### src/design/teo_pkg.sv
`default_nettype none

package teo_pkg;

  // Fraction bits of every coordinate.
  localparam int FRAC_BITS = 16;

  // Coordinate, difference and product widths.
  localparam int CW       = 32;
  localparam int DW       = CW + 1;
  localparam int LEN2_W   = 2 * CW + 2;
  localparam int CR_W     = 2 * CW + 2;

  // Square root of the squared edge length.
  localparam int ROOT_W   = CW + 2;
  localparam int SQ_IN_W  = 2 * ROOT_W;
  localparam int SQ_REM_W = ROOT_W + 2;
  localparam int SQRT_LAT = ROOT_W;

  // Numerator |inset| * length, and the quotient k.
  localparam int PROD_W   = CW + ROOT_W;
  localparam int QW       = FRAC_BITS + ROOT_W + 1;
  localparam int HI_LSB   = QW - FRAC_BITS;
  localparam int HI_W     = PROD_W - HI_LSB;
  localparam int KW       = QW;
  localparam int DIV_LAT  = QW + 2;

  // Move products and clamps.
  localparam int KH_W     = KW - CW;
  localparam int MP_W     = KW + CW;
  localparam int D0_W     = MP_W - FRAC_BITS;
  localparam int DMAX_LOG = 40;
  localparam int DM_W     = DMAX_LOG + 1;
  localparam int SUM_W    = DM_W + 2;

  // Cycles from an accepted transaction to its result strobe.
  localparam int TEO_LATENCY = 3 + SQRT_LAT + 1 + DIV_LAT + 4;

  typedef struct packed {
    logic signed [CW-1:0] apex_x;
    logic signed [CW-1:0] apex_y;
    logic signed [CW-1:0] first_x;
    logic signed [CW-1:0] first_y;
    logic signed [CW-1:0] second_x;
    logic signed [CW-1:0] second_y;
    logic signed [CW-1:0] inset;
  } teo_in_t;

  typedef struct packed {
    logic signed [CW-1:0] moved_first_x;
    logic signed [CW-1:0] moved_first_y;
    logic signed [CW-1:0] moved_second_x;
    logic signed [CW-1:0] moved_second_y;
    logic                 degenerate;
    logic                 clipped;
  } teo_out_t;

endpackage

`default_nettype wire

### src/design/teo_sqrt.sv
`default_nettype none

module teo_sqrt import teo_pkg::*; (
  input  wire logic              clk,
  input  wire logic              rst_n,
  input  wire logic              in_valid,
  input  wire logic [LEN2_W-1:0] in_value,
  output logic                   out_valid,
  output logic [ROOT_W-1:0]      out_root
);

  typedef struct packed {
    logic [SQ_REM_W-1:0] rem;
    logic [ROOT_W-1:0]   root;
    logic [SQ_IN_W-1:0]  val;
  } sq_t;

  logic [SQRT_LAT-1:0] vld_r;
  sq_t                 st_r   [SQRT_LAT];
  sq_t                 st_nxt [SQRT_LAT];
  sq_t                 st_in;

  // One root bit per stage: bring down two value bits and try root*4+1.
  function automatic sq_t sq_step(sq_t s, logic [1:0] pair);
    logic [SQ_REM_W+1:0] r4;
    logic [SQ_REM_W+1:0] trial;
    sq_t                 o;
    r4    = {s.rem, pair};
    trial = (SQ_REM_W + 2)'({s.root, 2'b01});
    o     = s;
    if (r4 >= trial) begin
      o.rem  = SQ_REM_W'(r4 - trial);
      o.root = {s.root[ROOT_W-2:0], 1'b1};
    end else begin
      o.rem  = SQ_REM_W'(r4);
      o.root = {s.root[ROOT_W-2:0], 1'b0};
    end
    return o;
  endfunction

  // Stage inputs come from the previous stage register; the first stage takes in_value.
  always_comb begin
    st_in.rem  = '0;
    st_in.root = '0;
    st_in.val  = SQ_IN_W'(in_value);
    st_nxt[0]  = sq_step(st_in, st_in.val[SQ_IN_W-1 -: 2]);
    for (int i = 1; i < SQRT_LAT; i++) begin
      st_nxt[i] = sq_step(st_r[i-1], st_r[i-1].val[SQ_IN_W-1-2*i -: 2]);
    end
  end

  // Valid bits travel with the data.
  always_ff @(posedge clk) begin
    if (!rst_n) begin
      vld_r <= '0;
    end else begin
      vld_r <= {vld_r[SQRT_LAT-2:0], in_valid};
    end
  end

  always_ff @(posedge clk) begin
    for (int i = 0; i < SQRT_LAT; i++) begin
      st_r[i] <= st_nxt[i];
    end
  end

  assign out_valid = vld_r[SQRT_LAT-1];
  assign out_root  = st_r[SQRT_LAT-1].root;

endmodule

`default_nettype wire

### config.mk
export PLATFORM = sky130hd
export DESIGN_NAME = teo_sqrt
export DESIGN_NICKNAME = d
export VERILOG_FILES = /design/src/design/teo_pkg.sv /design/src/design/teo_sqrt.sv
export SDC_FILE = /design/constraint.sdc
export NUM_CORES = 2
export LEC_CHECK = 0
export BUFFER_PORTS_ARGS = -buffer_cell sky130_fd_sc_hd__buf_2
export CORE_MARGIN = 3
export CORE_UTILIZATION = 62
export DETAILED_ROUTE_END_ITERATION = 10
export GPL_TIMING_DRIVEN = 0
export PLACE_DENSITY = 0.79
export SYNTH_ARGS = -nofsm -noshare
export SYNTH_HDL_FRONTEND = slang
export SYNTH_MEMORY_MAX_BITS = 65536
export SYNTH_SLANG_ARGS = --single-unit
### constraint.sdc
create_clock -name clk -period 4.4 [get_ports clk]
set_input_delay 0.44 -clock clk [delete_from_list [all_inputs] [get_ports clk]]
set_output_delay 0.44 -clock clk [all_outputs]
set_load 0.1 [all_outputs]
After elaboration in Yosys (flattened, before gate mapping):

Memories as Yosys holds them, arrays and structs flattened.
Cells that the tools add are included.

* $add $sub $neg: 33
* order comparisons: 33
* muxes and demuxes: 33

Operators by type and width (number)
* $mux 70: 33
* $ge 38x36->1: 33
* $sub 36x36->36: 33

* memory bits (writable): 4692
* input bits: 69
* memories: 1
* output and inout bits: 35
* word-level logic and storage cells: 101
* register bits after elaboration: 34

Memories
* st_r: depth 34, width 138, read ports 34, clocked after Yosys merged registers in 0, write ports 34, line teo_sqrt.sv:19 `sq_t st_r [SQRT_LAT];`

Depth between registers and ports, before layout:

An unclocked memory read counts as a cell.

* word-level depth: 3
* mapped depth: 15
* mapped depth without buffers: 12

Least setup slack after synthesis:

OpenSTA, ideal clock, no wires.

* path type: flip-flop to flip-flop
* start: mem st_r[10][124] (netlist bit)
* end: mem st_r[11][108] (netlist bit)
* arrival: 3.092 ns
* path buffers: 1
* period minus slack after synthesis: 3.213 ns
* slack: 1.187 ns
* cell stages (with the launch flop): 9
* setup time: 0.121 ns
* cell sequence: dfxtp_1 > or4_1 > or4b_2 > or4_1 > nor3_1 > nand2_1 > nor4_2 > buf_4 > mux2_2

RTL lines (line)
* from (decl): teo_sqrt.sv:19

==> flow_summary.yaml <==
logic_synthesis:
  synthSimpleGateAreaFrac_pct: 13.0
  muxShareOfSynthArea_pct: 1.18
  synth.avg_cell_area_um2: 10.2
  syn_area_um2: 102000
  synth_compound_area_share_pct: 11.8
  synthCells: 10100
  synth_xor_area_share_pct: 8.02
  ys_types: 91
  synth-seq-cells: 2816
  synth.top_cell.area_share_pct: 55.1
  synthFlopType: "dfxtp_1"
  synth.top_cells.by_count: "dfxtp_1, inv_1, a21oi_1"
  synth_most_common_cell: "dfxtp_1"
  ys_seq_area_share_pct: 55.1
  synth_top_family_by_area: "simple AND/OR/NAND/NOR gates"
  yosysTopAreaCell: "dfxtp_1"
  synthTopCellsByArea: "dfxtp_1, ha_1, xnor2_1"
  async_flop_share_pct: 0
  yosys_warnings: 0
  synth_edf_count: 0
  yosys.area_share.adder_pct: 7.30
cts:
  root_buffer: "clkbuf_16"
  cts_tree: "yes"
  clk-insertion-delay-late_ns: 0.92
  clk_pin_slew_ns: 0.06
  cts_buffer_depth: 4
  htreeDepth: 5
  clkSinkCount: 2816
  cts_buffers: 287
timing:
  period_minus_slack_ns: 4.27
  finalSetupViolCount: 0
  slew_violations: 0
  slew_headroom_pct: 22.4
  fin_crit_sh_pct: 97.1
  max_freq_ghz: 0.234
  finalHoldViolations: 0
  grt_setup_unrepaired: "no"
  tightest_slew_ns: 1.15
  final.setup_skew_ns: 0.0678
finish:
  synthToLayoutAreaGrowth_pct: 13.0
  finish.net_count: 11200
  drive_above_1_share_pct: 7.13
  utilization_pct: 70.8
power:
  power_density_nw_per_um2: 572
  p_int_mw: 48.0
  swShare_pct: 27.5
  p_clk_share_pct: 36.3
  p_seq_share_pct: 49.0
  vdd_ir_drop_max_v: 0.000529
  cellLeakagePower_nw: 54.2
  total_power_mw: 66.2
  power_frac_comb_pct: 14.7
  p_sw_mw: 18.2
global_routing:
  grt_usage_pct: 27.2
  grt_max_degree: 18
  grt_overflow_total: 0
  grt_pass1_wl_mm: 373
  grt_pass1_vias: 72200
  antenna_found_initial: 5
placement:
  place_congestion: 0.965
  hpwl_mm: 171
  portBuffers: 102
run:
  maxCapViolCount: 0
detailed_routing:
  firstDrtPassIters: 6
  wirelength_mm: 235
  ant_nets: 0
  post-route-drc-count: 0
  drt-vias-per-instance: 5.59
  drt_iter0_drc: 5191
  vias: 72000
  wl_per_cell_um: 18.3
critical_path:
  critPathKind: "reg2reg"
  worstSetupEndpointType: "flop"
  start_kind: "flop"
  r2r_cells: 12
  cp.required_ns: 5.14
  critPathMaxFanout: 10
  worst_ep_arrival_time_ns: 5.01
floorplanning:
  die_h_um: 412
  fp.coreArea_um2: 163000
  dieArea_um2: 170000
  start_util_pct: 62.7
  die_x_um: 412
  placement_rows: 148
  ioPinCount: 104
worst_hold_path:
  min_path_cells: 2
  hold_class: "in2reg"
outcome:
  status: "completed"
==> power by group through the flow <==
stage               Clock, mW  Combinational [mW]  Sequential [mW]
global route             25.5                10.8             32.8
global placement            0                9.30             32.8
finish                   24.1                9.72             32.4
CTS                      24.5                9.64             32.4
floorplan                   0                7.36             31.8
detailed placement          0                9.46             32.9
==> repair_timing <==
| action | 4_1_cts | 5_1_grt |
|---|---|---|
| hold endpoints to repair | 71 | 0 |
| resized for setup | 3 | 15 |
| hold buffers | 69 | 0 |
| endpoints found under the setup margin | 49 | 78 |
| setup buffers | 0 | 0 |
==> registers in the layout, summed over array words and instances, names as in the netlist <==
signal and count:
st_r 2782, vld_r 34
==> layout by cell type, fill, tap and decap left out, types with 36 or more instances in the layout <==
| cell | Yosys | routed |
|---|---|---|
| dlygate4sd3_1 | 0 | 69 |
| nor3_1 | 253 | 253 |
| o21ai_0 | 438 | 438 |
| xnor2_1 | 504 | 504 |
| and3_1 | 53 | 53 |
| a21o_1 | 245 | 245 |
| nor2b_1 | 79 | 79 |
| dfxtp_1 | 2816 | 2816 |
| clkbuf_8 | 0 | 41 |
| nor4_1 | 156 | 156 |
| or4_1 | 61 | 61 |
| nand2_1 | 668 | 668 |
| buf_2 | 11 | 114 |
| a211oi_1 | 50 | 50 |
| nand3_1 | 175 | 175 |
| a31oi_1 | 51 | 51 |
| or3_1 | 123 | 123 |
| nor2_1 | 645 | 645 |
| and2_1 | 68 | 68 |
| inv_1 | 756 | 756 |
| xor2_1 | 433 | 433 |
| nand2b_1 | 99 | 99 |
| clkbuf_1 | 165 | 203 |
| ha_1 | 597 | 597 |
| o31ai_1 | 59 | 59 |
| or2_2 | 56 | 56 |
| mux2_2 | 92 | 92 |
| nand4_1 | 110 | 110 |
| nand3b_1 | 36 | 36 |
| clkinv_2 | 0 | 53 |
| o21a_1 | 107 | 107 |
| clkbuf_16 | 0 | 292 |
| o21bai_1 | 55 | 55 |
| a21oi_1 | 670 | 670 |
==> worst max-delay path, stage by stage (launching register included) <==
cell and delay (ns):
dfxtp_1 0.44, inv_1 0.09, ha_1 0.38, nor2b_1 0.18
o31ai_1 0.31, a21oi_1 0.17, o31a_1 0.40, a21oi_1 0.47
o31ai_1 0.25, a21boi_2 0.48, clkbuf_1 0.65, nor3_1 0.13
xor2_1 0.18
==> kinds of logic (layout without fill, tap and decap cells) <==
logic type / count (synthesis) / count (layout)
flip-flops: 2816 / 2816
AND/OR/NAND/NOR: 2679 / 2679
AO/OA/AOI/OAI: 1950 / 1950
buffers and inverters: 964 / 1623
XOR/XNOR: 937 / 937
adder cells (fa/ha/maj): 597 / 597
multiplexers: 109 / 109
other: 1 / 4
==> per-layer routing <==
metal  GRT usage, %  vias to the layer above  share of wire [%]
met5              0                        -                  0
met4           10.6                        0                3.8
met2           48.1                     2189                 49
li1               -                    35400                  -
met3           4.14                      603                5.4
met1           33.1                    33900                 42
==> layout make-up <==
| cell class | instances | area [um^2] |
|---|---|---|
| fill | 11900 | 47700 |
| sequential | 2816 | 56400 |
| clock buffer | 376 | 8030 |
| antenna | 2 | 5.00 |
| inverter | 763 | 2860 |
| clock inverter | 111 | 1340 |
| timing repair buffer | 172 | 1210 |
| multi-input combinational | 6274 | 42300 |
| buffer | 201 | 793 |
| tap | 2175 | 2720 |
==> path summary, 6_finish.rpt <==
kind	startpoint	endpoint	slack, ns
max reg2reg	st_r[29][68]	st_r[30][133]	0.13
min	in_value[28]	st_r[0][28]	0.14
max	st_r[29][68]	st_r[30][133]	0.13
min reg2reg	st_r[14][27]	st_r[15][27]	0.29
==> metrics by stage <==
step / worst slack (ns) / instances / TNS [ns] / hold slack (ns) / cell area, um^2
6_report: 0.128 / 12900 / 0 / 0.135 / 116000
5_1_grt: 0.0153 / 12900 / 0 / 0.111 / 116000
4_1_cts: 0.0158 / 12900 / 0 / 0.0667 / 116000
3_5_place_dp: -0.284 / 12300 / -5.83 / 0.312 / 106000
3_3_place_gp: -0.305 / 12300 / -5.00 / 0.310 / 106000
2_1_floorplan: 1.19 / 10100 / 0 / 0.310 / 102000
No activity file was read; power rests on OpenSTA's default activity.
